## config.mk

```make
export PLATFORM = sky130hd
export DESIGN_NAME = tx_fragment_block_estimator
export DESIGN_NICKNAME = d
export VERILOG_FILES = /design/src/hdl/tfbe_pkg.sv /design/src/hdl/tx_fragment_block_estimator.sv /design/src/hdl/tfbe_cell.sv /design/src/hdl/tfbe_sum.sv
export SDC_FILE = /design/constraint.sdc
export NUM_CORES = 1
export LEC_CHECK = 0
export BUFFER_PORTS_ARGS = -buffer_cell sky130_fd_sc_hd__buf_2
export CORE_UTILIZATION = 50
export CTS_CLUSTER_DIAMETER = 40
export CTS_CLUSTER_SIZE = 16
export DETAILED_ROUTE_END_ITERATION = 7
export PLACE_DENSITY = 0.65
export SYNTH_ARGS = -nofsm -noshare
export SYNTH_HDL_FRONTEND = slang
export SYNTH_SLANG_ARGS = --single-unit
```

## constraint.sdc

```tcl
create_clock -name clk -period 8.9 [get_ports clk]
set_input_delay 2.67 -clock clk [delete_from_list [all_inputs] [get_ports clk]]
set_output_delay 2.67 -clock clk [all_outputs]
set_load 0.01 [all_outputs]
```

## src/hdl/tfbe_pkg.sv

```systemverilog
// ----------------------------------------------------------------------------
// tfbe_pkg
// Shared constants, payload types and the restoring division step used by
// the TX fragment block estimator.
// ----------------------------------------------------------------------------
package tfbe_pkg;

	// Field widths
	localparam int LEN_W   = 12;
	localparam int FC_W    = 16;
	localparam int THR_W   = 12;
	localparam int BLK_W   = 6;
	localparam int MPDU_W  = 6;

	// Protocol constants
	localparam int SEC_BYTES      = 16;
	localparam int QOS_HDR_BYTES  = 26;
	localparam int THRESH_MIN     = 256;
	localparam int THRESH_RESET   = 2346;
	localparam int MEM_BLOCKS_MAX = 63;
	localparam int BLOCK_BYTES_DEF = 252;

	// Datapath widths: residue holds length plus security bytes, divisor holds
	// a threshold or a block size, quotient covers block sizes down to 64 bytes
	localparam int RES_W  = LEN_W + 1;
	localparam int DIV_W  = THR_W;
	localparam int QUO_W  = 7;
	localparam int FULL_STEPS = RES_W - $clog2(THRESH_MIN);
	localparam int FULL_W = FULL_STEPS;
	localparam int MAX_MPDUS = (2 ** LEN_W - 1 + SEC_BYTES) / THRESH_MIN + 1;

	// Configuration port
	localparam int APB_DATA_W = 32;
	localparam int APB_ADDR_W = 3;
	localparam logic REG_FRAG_LIMIT = 1'b0;

	// One division lane: running residue, divisor, quotient bits so far
	typedef struct packed {
		logic [RES_W-1:0] r;
		logic [DIV_W-1:0] d;
		logic [QUO_W-1:0] q;
	} lane_t;

	// Per-frame values that ride along the chain
	typedef struct packed {
		logic              split;
		logic              qos;
		logic              no_ack;
		logic [FULL_W-1:0] full;
	} side_t;

	typedef struct packed {
		lane_t a;
		lane_t b;
		side_t side;
	} cell_data_t;

	// One restoring step: try to subtract the divisor at bit position shift
	function automatic lane_t div_step(lane_t l, int unsigned shift);
		logic [RES_W+DIV_W-1:0] dsh;
		logic [RES_W+DIV_W-1:0] rw;
		lane_t                  res;
		dsh = {{RES_W{1'b0}}, l.d} << shift;
		rw  = {{DIV_W{1'b0}}, l.r};
		res = l;
		if (rw >= dsh) begin
			res.r = l.r - dsh[RES_W-1:0];
			res.q = l.q | (QUO_W'(1) << shift);
		end
		return res;
	endfunction

endpackage

```

## src/hdl/tx_fragment_block_estimator.sv

```systemverilog
// ----------------------------------------------------------------------------
// tx_fragment_block_estimator
// Estimates device memory blocks and fragment count of an outgoing frame.
// ----------------------------------------------------------------------------
//  channel   | handshake              | payload
//  ----------+------------------------+--------------------------------------
//  input     | in_valid / in_ready    | frame_length, frame_control, no_ack
//  output    | out_valid / out_ready  | block_count, mpdu_count, ack_mode,
//            |                        | qos_flag
//  config    | APB psel/penable/...   | frag_limit at address 0
//
//  One transaction per cycle is accepted while the output is not stalled;
//  each result passes through the chain of restoring division cells:
//  five for frame/threshold in parallel with the threshold/block-size steps,
//  then the tail/block-size steps, then the summing output register.
//  Each cell is its own skid point, so bubbles close up under a stall.
//  Reset empties the chain and loads the threshold with 2346.
// ----------------------------------------------------------------------------
module tx_fragment_block_estimator #(
	parameter int BLOCK_BYTES = tfbe_pkg::BLOCK_BYTES_DEF
) (
	input  logic                               clk,
	input  logic                               arst_n,
	// input channel
	input  logic                               in_valid,
	output logic                               in_ready,
	input  logic [tfbe_pkg::LEN_W-1:0]         frame_length,
	input  logic [tfbe_pkg::FC_W-1:0]          frame_control,
	input  logic                               no_ack,
	// output channel
	output logic                               out_valid,
	input  logic                               out_ready,
	output logic [tfbe_pkg::BLK_W-1:0]         block_count,
	output logic [tfbe_pkg::MPDU_W-1:0]        mpdu_count,
	output logic                               ack_mode,
	output logic                               qos_flag,
	// configuration port
	input  logic                               psel,
	input  logic                               penable,
	input  logic                               pwrite,
	input  logic [tfbe_pkg::APB_ADDR_W-1:0]    paddr,
	input  logic [tfbe_pkg::APB_DATA_W-1:0]    pwdata,
	output logic [tfbe_pkg::APB_DATA_W-1:0]    prdata,
	output logic                               pready
);

	localparam int ResW = tfbe_pkg::RES_W;
	localparam int DivW = tfbe_pkg::DIV_W;
	localparam int ThrW = tfbe_pkg::THR_W;
	localparam int QuoSteps = $clog2((2 ** DivW - 1 + tfbe_pkg::SEC_BYTES
		+ tfbe_pkg::QOS_HDR_BYTES) / BLOCK_BYTES + 1);
	localparam int Phase1Steps = (tfbe_pkg::FULL_STEPS > QuoSteps) ?
		tfbe_pkg::FULL_STEPS : QuoSteps;
	localparam int NumCells = Phase1Steps + QuoSteps;

	logic [ThrW-1:0]      frag_limit_q;
	logic [ThrW-1:0]      thr;
	logic [ResW-1:0]      payload;
	logic                 split;

	tfbe_pkg::cell_data_t head_d;
	tfbe_pkg::cell_data_t chain_d [NumCells+1];
	tfbe_pkg::cell_data_t cell_in [NumCells];
	logic [NumCells:0]    chain_v;
	logic [NumCells:0]    chain_r;

	// Configuration register
	assign pready = 1'b1;

	always_ff @(posedge clk or negedge arst_n) begin
		if (!arst_n) begin
			frag_limit_q <= ThrW'(tfbe_pkg::THRESH_RESET);
		end else if (psel && penable && pwrite &&
				paddr[2] == tfbe_pkg::REG_FRAG_LIMIT) begin
			frag_limit_q <= pwdata[ThrW-1:0];
		end
	end

	always_comb begin
		prdata = '0;
		if (paddr[2] == tfbe_pkg::REG_FRAG_LIMIT) begin
			prdata = tfbe_pkg::APB_DATA_W'(frag_limit_q);
		end
	end

	// Clamp threshold, form payload and load both division lanes
	always_comb begin
		thr = (frag_limit_q < ThrW'(tfbe_pkg::THRESH_MIN)) ?
			ThrW'(tfbe_pkg::THRESH_MIN) : frag_limit_q;
		payload = ResW'(frame_length) + ResW'(tfbe_pkg::SEC_BYTES);
		split   = payload > ResW'(thr);

		head_d.a.r = payload;
		// a zero divisor leaves the payload untouched for unsplit frames
		head_d.a.d = split ? thr : '0;
		head_d.a.q = '0;
		head_d.b.r = ResW'(thr) + ResW'(tfbe_pkg::SEC_BYTES + tfbe_pkg::QOS_HDR_BYTES);
		head_d.b.d = DivW'(BLOCK_BYTES);
		head_d.b.q = '0;
		head_d.side.split  = split;
		head_d.side.qos    = frame_control[3] && (frame_control[6] || frame_control[7]);
		head_d.side.no_ack = no_ack;
		head_d.side.full   = '0;
	end

	assign chain_d[0] = head_d;
	assign chain_v[0] = in_valid;
	assign in_ready   = chain_r[0];

	// Divider chain
	for (genvar i = 0; i < NumCells; i++) begin : g_cell
		if (i == Phase1Steps) begin : g_remap
			// Save the full-fragment count and restart lane A on the tail bytes
			assign cell_in[i] = '{
				a: '{r: chain_d[i].a.r, d: DivW'(BLOCK_BYTES), q: '0},
				b: chain_d[i].b,
				side: '{split: chain_d[i].side.split, qos: chain_d[i].side.qos,
					no_ack: chain_d[i].side.no_ack,
					full: chain_d[i].side.split ?
						chain_d[i].a.q[tfbe_pkg::FULL_W-1:0] : '0}};
		end else begin : g_pass
			assign cell_in[i] = chain_d[i];
		end

		tfbe_cell #(
			.EN_A   ((i < Phase1Steps) ? (i < tfbe_pkg::FULL_STEPS) : 1'b1),
			.SHIFT_A((i < Phase1Steps) ?
				((i < tfbe_pkg::FULL_STEPS) ? tfbe_pkg::FULL_STEPS - 1 - i : 0) :
				QuoSteps - 1 - (i - Phase1Steps)),
			.EN_B   ((i < QuoSteps)),
			.SHIFT_B((i < QuoSteps) ? QuoSteps - 1 - i : 0)
		) u_cell (
			.clk      (clk),
			.arst_n   (arst_n),
			.in_valid (chain_v[i]),
			.in_ready (chain_r[i]),
			.in_data  (cell_in[i]),
			.out_valid(chain_v[i+1]),
			.out_ready(chain_r[i+1]),
			.out_data (chain_d[i+1])
		);
	end

	// Result register
	tfbe_sum u_sum (
		.clk        (clk),
		.arst_n     (arst_n),
		.in_valid   (chain_v[NumCells]),
		.in_ready   (chain_r[NumCells]),
		.in_data    (chain_d[NumCells]),
		.out_valid  (out_valid),
		.out_ready  (out_ready),
		.block_count(block_count),
		.mpdu_count (mpdu_count),
		.ack_mode   (ack_mode),
		.qos_flag   (qos_flag)
	);

endmodule

```

## src/hdl/tfbe_cell.sv

```systemverilog
// ----------------------------------------------------------------------------
// tfbe_cell
// One cell of the divider chain: a restoring step on either or both lanes,
// registered, with a valid/ready hop to the next cell.
// ----------------------------------------------------------------------------
module tfbe_cell #(
	parameter bit EN_A    = 1'b1,
	parameter int SHIFT_A = 0,
	parameter bit EN_B    = 1'b1,
	parameter int SHIFT_B = 0
) (
	input  logic                 clk,
	input  logic                 arst_n,
	input  logic                 in_valid,
	output logic                 in_ready,
	input  tfbe_pkg::cell_data_t in_data,
	output logic                 out_valid,
	input  logic                 out_ready,
	output tfbe_pkg::cell_data_t out_data
);

	logic                 valid_q;
	tfbe_pkg::cell_data_t data_q;
	tfbe_pkg::cell_data_t data_nx;

	// Take a transaction when empty or when the neighbor drains this cell
	assign in_ready  = !valid_q || out_ready;
	assign out_valid = valid_q;
	assign out_data  = data_q;

	// Apply this cell's division steps
	always_comb begin
		data_nx = in_data;
		if (EN_A) begin
			data_nx.a = tfbe_pkg::div_step(in_data.a, SHIFT_A);
		end
		if (EN_B) begin
			data_nx.b = tfbe_pkg::div_step(in_data.b, SHIFT_B);
		end
	end

	always_ff @(posedge clk or negedge arst_n) begin
		if (!arst_n) begin
			valid_q <= 1'b0;
		end else if (in_ready) begin
			valid_q <= in_valid;
		end
	end

	always_ff @(posedge clk) begin
		if (in_valid && in_ready) begin
			data_q <= data_nx;
		end
	end

endmodule

```

## src/hdl/tfbe_sum.sv

```systemverilog
// ----------------------------------------------------------------------------
// tfbe_sum
// Output stage: combines the quotients into the block and fragment counts
// and holds the result until the downstream side takes it.
// ----------------------------------------------------------------------------
module tfbe_sum (
	input  logic                          clk,
	input  logic                          arst_n,
	input  logic                          in_valid,
	output logic                          in_ready,
	input  tfbe_pkg::cell_data_t          in_data,
	output logic                          out_valid,
	input  logic                          out_ready,
	output logic [tfbe_pkg::BLK_W-1:0]    block_count,
	output logic [tfbe_pkg::MPDU_W-1:0]   mpdu_count,
	output logic                          ack_mode,
	output logic                          qos_flag
);

	localparam int PfW  = tfbe_pkg::QUO_W + 1;
	localparam int PrdW = tfbe_pkg::FULL_W + PfW;
	localparam int SumW = PrdW + 1;

	logic                        valid_q;
	logic [tfbe_pkg::BLK_W-1:0]  blocks_q;
	logic [tfbe_pkg::MPDU_W-1:0] mpdus_q;
	logic                        ack_q;
	logic                        qos_q;

	logic [PfW-1:0]              per_frag;
	logic [PfW-1:0]              mpdus_w;
	logic [PfW-1:0]              extra;
	logic [PrdW-1:0]             prod;
	logic [SumW-1:0]             total;
	logic [tfbe_pkg::BLK_W-1:0]  blocks_nx;

	assign in_ready  = !valid_q || out_ready;
	assign out_valid = valid_q;
	assign block_count = blocks_q;
	assign mpdu_count  = mpdus_q;
	assign ack_mode    = ack_q;
	assign qos_flag    = qos_q;

	// Sum full fragments, the tail fragment and the per-fragment overhead, capped at 63
	always_comb begin
		per_frag = PfW'(in_data.b.q) + PfW'(1);
		mpdus_w  = PfW'(in_data.side.full) + PfW'(1);
		prod     = PrdW'(in_data.side.full) * PrdW'(per_frag);
		extra    = '0;
		if (in_data.side.split) begin
			extra = (mpdus_w < per_frag) ? mpdus_w : per_frag;
		end
		total = SumW'(prod) + SumW'(in_data.a.q) + SumW'(1) + SumW'(extra);
		if (total > SumW'(tfbe_pkg::MEM_BLOCKS_MAX)) begin
			blocks_nx = tfbe_pkg::BLK_W'(tfbe_pkg::MEM_BLOCKS_MAX);
		end else begin
			blocks_nx = total[tfbe_pkg::BLK_W-1:0];
		end
	end

	always_ff @(posedge clk or negedge arst_n) begin
		if (!arst_n) begin
			valid_q <= 1'b0;
		end else if (in_ready) begin
			valid_q <= in_valid;
		end
	end

	always_ff @(posedge clk) begin
		if (in_valid && in_ready) begin
			blocks_q <= blocks_nx;
			mpdus_q  <= tfbe_pkg::MPDU_W'(in_data.side.full) + tfbe_pkg::MPDU_W'(1);
			ack_q    <= in_data.side.no_ack;
			qos_q    <= in_data.side.qos;
		end
	end

endmodule

```

# Word level (Yosys, flattened, before mapping)
# Index checks and enable logic that the tools add are counted.
[word_totals] regBits=439 out_inout_bits=49
[op_classes] n_bitwise=1 mux=21 mul=1 order_cmp=19 add_sub_neg=21 reduce_logical=38
[ops] cell="$mux 13" count=13
[ops] cell="$sub 13x13->13" count=4
[ops] cell="$mux 12" count=3
[ops] cell="$ge 13x10->1 const B" count=2
[ops] cell="$ge 13x11->1 const B" count=2
[ops] cell="$ge 13x12->1 const B" count=2
[ops] cell="$ge 13x8->1 const B" count=2
[ops] cell="$ge 13x9->1 const B" count=2
[ops] cell="$sub 13x10->13 const B" count=2
[ops] cell="$sub 13x11->13 const B" count=2
[ops] cell="$sub 13x12->13 const B" count=2
[ops] cell="$sub 13x9->13 const B" count=2
[ops] cell="$ge 13x16->1" count=1
[ops] cell="$mux 8" count=2
[ops] cell="$ge 13x15->1" count=1
[ops] cell="$logic_and 1x1->1" count=15
[ops] cell="$mux 5" count=3
[ops] cell="$add 13x7->14" count=1
[ops] cell="$add 14x1->14 const B" count=1
[ops] cell="$add 14x8->14" count=1
[ops] cell="$ge 13x14->1" count=1
[ops] cell="$gt 14x6->1 const B" count=1
[ops] cell="$add 12x5->13 const B" count=1
[ops] cell="$add 12x6->13 const B" count=1
[ops] cell="other kinds (12)" count=34

# Longest topological paths before layout
[depth] depth_word=13 depth_mapped=25 mapped_depth_nobuf=25

# Cells and area by module
# Synthesis repeated with hierarchy kept, for this count alone.
[hier_totals] hier_cells=2775 area_unflattened_um2=37607.3
[by_module_without_submodules] module="tfbe_cell at g_cell[4].u_cell" instances=1 area_each_um2=3822.4 cells_per_inst=308 seq_area_each_um2=2187.1
[by_module_without_submodules] module="tfbe_cell at g_cell[3].u_cell" instances=1 area_each_um2=3777.4 cells_per_inst=295 seq_area_each_um2=2187.1
[by_module_without_submodules] module="tfbe_cell at g_cell[1].u_cell" instances=1 area_each_um2=3652.3 cells_per_inst=272 seq_area_each_um2=2187.1
[by_module_without_submodules] module="tfbe_cell at g_cell[2].u_cell" instances=1 area_each_um2=3609.7 cells_per_inst=262 seq_area_each_um2=2187.1
[by_module_without_submodules] module="tfbe_cell at g_cell[0].u_cell" instances=1 area_each_um2=3304.4 cells_per_inst=222 seq_area_each_um2=2187.1
[by_module_without_submodules] module="tfbe_cell at g_cell[8].u_cell" instances=1 area_each_um2=3165.5 cells_per_inst=200 seq_area_each_um2=2187.1
[by_module_without_submodules] module="tfbe_cell at g_cell[9].u_cell" instances=1 area_each_um2=3037.9 cells_per_inst=194 seq_area_each_um2=2187.1
[by_module_without_submodules] module="tfbe_sum" instances=1 area_each_um2=2981.6 cells_per_inst=322 seq_area_each_um2=445.4
[by_module_without_submodules] module="tfbe_cell at g_cell[6].u_cell" instances=1 area_each_um2=2905.3 cells_per_inst=172 seq_area_each_um2=2187.1
[by_module_without_submodules] module="tfbe_cell at g_cell[7].u_cell" instances=1 area_each_um2=2905.3 cells_per_inst=169 seq_area_each_um2=2187.1
[by_module_without_submodules] module="tfbe_cell at g_cell[5].u_cell" instances=1 area_each_um2=2851.5 cells_per_inst=163 seq_area_each_um2=2187.1
[by_module_without_submodules] module="tx_fragment_block_estimator" instances=1 area_each_um2=1594.0 cells_per_inst=196 seq_area_each_um2=306.5

# Worst setup path before layout
# Ideal clock, no wire load.
[synth_timing] path_type="input port to flip-flop" start="input out_ready" end="register g_cell[2].u_cell.data_q, in the netlist g_cell[2].u_cell.out_data[10], enable pin" path_stages=5 t_arrival_ps=6600 setup_ps=524 path_slack_ps=1776 cell_sequence="nor2b_1 nand3_1 nor2_1 and4_1 a21boi_0"
[synth_via] elab_chain_cells=10
[synth_rtl] item="start: declaration" line_no="tx_fragment_block_estimator.sv:32" source="input logic out_ready,"
[synth_rtl] item="$logic_or 1x1->1" line_no="tfbe_sum.sv:37" source="assign in_ready = !valid_q || out_ready;"
[synth_rtl] item="$logic_or 1x1->1 (8 in series)" line_no="tfbe_cell.sv:27" source="assign in_ready = !valid_q || out_ready;"
[synth_rtl] item="$logic_and 1x1->1" line_no="tfbe_cell.sv:51" source="if (in_valid && in_ready) begin"
[synth_rtl] item="end signal: assignment" line_no="tfbe_cell.sv:52" source="data_q <= data_nx;"
[synth_rtl] item="end: declaration" line_no="tfbe_cell.sv:23" source="tfbe_pkg::cell_data_t data_q;"
# No other way between the ends.
# A chain may end at the register's enable or synchronous reset.

==> results.cfg <==
[power]
p_comb_share_pct = 35.5
clock_power_share_pct = 28.5
totalPowerFinal_w = 0.007939
internal_power_w = 0.005267
p_sw_w = 0.002672
seqPwrFrac_pct = 36.0
switching_share_pct = 33.65
power_density_nw_per_um2 = 362.4
peakVddDrop_mv = 0.2068
p_leak_nw = 8.717

[sta]
rsz0062_at_grt = false
fin_skew_ns = 0.01730
tns_ns = 0
finalMaxSlewViolations = 0
fin_ws_ns = 1.988
worst_pin_slew_ns = 1.246
finalSetupViolCount = 0
slew_headroom_pct = 16.92
finalCriticalPeriod_ns = 6.912
fmax_mhz = 144.7
hold_viol = 0
finalCritPeriodShare_pct = 77.67

[worst_setup_path]
worstSetupStartpoint = frame_length[4]
required_ns = 9.23
r2r_start = g_cell[9].u_cell.out_data[8]
r2r_slack_ns = 2.40
crit_end = g_cell[0].u_cell.out_data[69]
end_kind = flop
crit_arrival_ns = 7.24
critical_path_class = in2reg
worstRegToRegCells = 24
startpoint_type = input pin
cp_max_fo = 16
reg2reg_to = u_sum.block_count[3]

[clock_network]
cts_setup_buffers = 0
cts.htree.levels = 2
cts.sink_count = 375
cts_tree = yes
hold_buffers = 0
clock_latency_ns = 0.58
clock_path_buffers = 3
cts_buffers = 55
cts_resized = 0
clk_pin_slew_ns = 0.06
clock-root-buffer = clkbuf_16

[final_layout]
final_common_cell = edfxtp_1
final_cells = 2144
diodes = 0
area_growth_pct = 14.83
most-common-layout-cells = edfxtp_1, inv_1, ha_1, nand2_1, nor2_1
n_fill_cell = 3018
fin_area_um2 = 21910
drive_above_1_share_pct = 16.11
multi_input_area_um2 = 7318
nets = 1797
seq_area_um2 = 11150

[grt]
grt-ovfl-total = 0
grtUsageTotal_pct = 17.48
grt_pass1_wl_um = 54600
grt_max_degree = 48
grt_pass1_vias = 11640
grt_antenna_before_repair = 0
met1_usage_pct = 18.65
grtUsageMet2_pct = 32.64
use_met3_pct = 3.261
top_usage_layer = met2

[floorplanning]
io_pins = 120
fp.dieH_um = 197.3
fp.dieArea_um2 = 38950
die_w_um = 197.3
num_rows = 71
core_area_um2 = 37580
start_util_pct = 50.77

[synth]
synth_edf_count = 352
synth-main-ff-cell = edfxtp_1
avgSynthCellArea_um2 = 12.88
synth_top_family_by_area = simple AND/OR/NAND/NOR gates
synth_top_area_share_pct = 55.40
synth_compound_area_share_pct = 7.207
synth_area_leaders = edfxtp_1, ha_1, mux2_2
yosysTopAreaCell = edfxtp_1
synth-seq-cells = 375
synthCells = 1481
ys_warn_count = 0
synth-simple-area-share_pct = 11.59
synth_xor_area_share_pct = 4.682
synthAdderAreaFrac_pct = 10.24
syn_area_um2 = 19080
synth.distinct_cells = 77
synthArstFlopShare_pct = 6.133
synth.mux.area_fraction_pct = 4.059
synth-seq-area-share_pct = 58.45

[placed_design]
gp_congestion = 0.9094
hpwlAfterDp_um = 24170
dp_slack_ns = 1.403
dpl_cell_area_um2 = 19920
io_buffers = 63
post-place-cells = 2040

[min_path]
hold_depth = 0
worstHoldStart = g_cell[2].u_cell.out_data[42]
min_path_type = reg2reg

[drt]
wl_per_cell_um = 15.08
routed_wl_um = 32330
drc = 0
drtAntennaViolNets = 0
dr.first_iter.drc_count = 407
via_per_inst = 5.246
num_vias = 11250
drtPass1Iterations = 5

[run_status]
status = complete, no violations

[job]
drv_cap = 0
==> Yosys cell counts, drive strengths merged (36+ instances only) <==
| library cell | count |
|---|---|
| edfxtp | 352 |
| inv | 117 |
| ha | 113 |
| nand2 | 104 |
| nor2 | 75 |
| a21oi | 58 |
| xnor2 | 58 |
| mux2 | 56 |
| o21ai | 44 |
| xor2 | 44 |
| nand3 | 40 |
| and2 | 39 |
| buf | 36 |
==> final cells by class <==
type / instances / area share [%]
flip-flops and latches: 375 / 50.90
clock inverters: 45 / 2.610
multi-input cells: 966 / 33.40
repair buffers: 71 / 1.713
clock buffers: 59 / 6.448
inverters: 117 / 2.005
well taps: 511 / 2.918
==> cells by family after synthesis <==
kind of cell / Yosys count
buffers and inverters: 159
other: 2
adders and majority gates: 140
DFF: 375
muxes: 70
xor gates and xnor gates: 102
AOI/OAI and AO/OA: 205
and+or+nand+nor: 428
==> critical path: stages <==
cell	delay (ns)
buf_2	0.16
ha_1	0.25
nand3_1	0.11
xnor2_1	0.35
ha_1	0.32
nand4_1	0.14
nor4_1	0.08
a21oi_1	0.14
a2bb2oi_2	0.58
and3_1	0.29
ha_1	0.17
inv_1	0.05
fa_1	0.40
a21o_1	0.20
a21oi_1	0.29
nor2_1	0.09
o21ai_0	0.40
a22oi_4	0.20
mux2_2	0.35
==> per-stage QoR <==
step / util, % / hold slack, ns
after floorplan: - / 0.4003
after detailed placement: 53.02 / 0.4045
after CTS: 58.30 / 0.4106
after global placement: 53.02 / 0.4011
after global routing: 58.30 / 0.4141
final: 58.30 / 0.4092
==> layer usage <==
layer / vias to the layer above / part of all wire [%]
met5: - / 0
met4: 0 / 4.1
met3: 93 / 3.9
met2: 233 / 53
met1: 5343 / 39
li1: 5579 / -
==> how the worst min path moves through the flow <==
stage	slack (ns)	endpoint
2_1_floorplan	0.40	g_cell[1].u_cell.out_data[12]
3_5_place_dp	0.40	g_cell[1].u_cell.out_data[5]
4_1_cts	0.41	g_cell[3].u_cell.out_data[42]
3_3_place_gp	0.40	g_cell[8].u_cell.out_data[5]
5_1_grt	0.41	g_cell[2].u_cell.out_data[43]
6_report	0.41	g_cell[3].u_cell.out_data[42]
==> registers in the layout (all words and copies together) (netlist names) <==
register                 flops
u_sum.block_count            6
u_sum.out_valid              1
g_cell.u_cell.out_valid     10
u_sum.ack_mode               1
u_sum.qos_flag               1
frag_limit_q                12
u_sum.mpdu_count             6
g_cell.u_cell.out_data     338
==> power groups by stage <==
stage	clock network, W	logic (W)	registers, W
after floorplan	0	0.00228	0.00280
after global placement	0	0.00272	0.00287
after detailed placement	0	0.00283	0.00289
after CTS	0.00231	0.00286	0.00286
after global routing	0.00239	0.00323	0.00292
final	0.00226	0.00282	0.00286
Power figures use the tool's default switching activity.
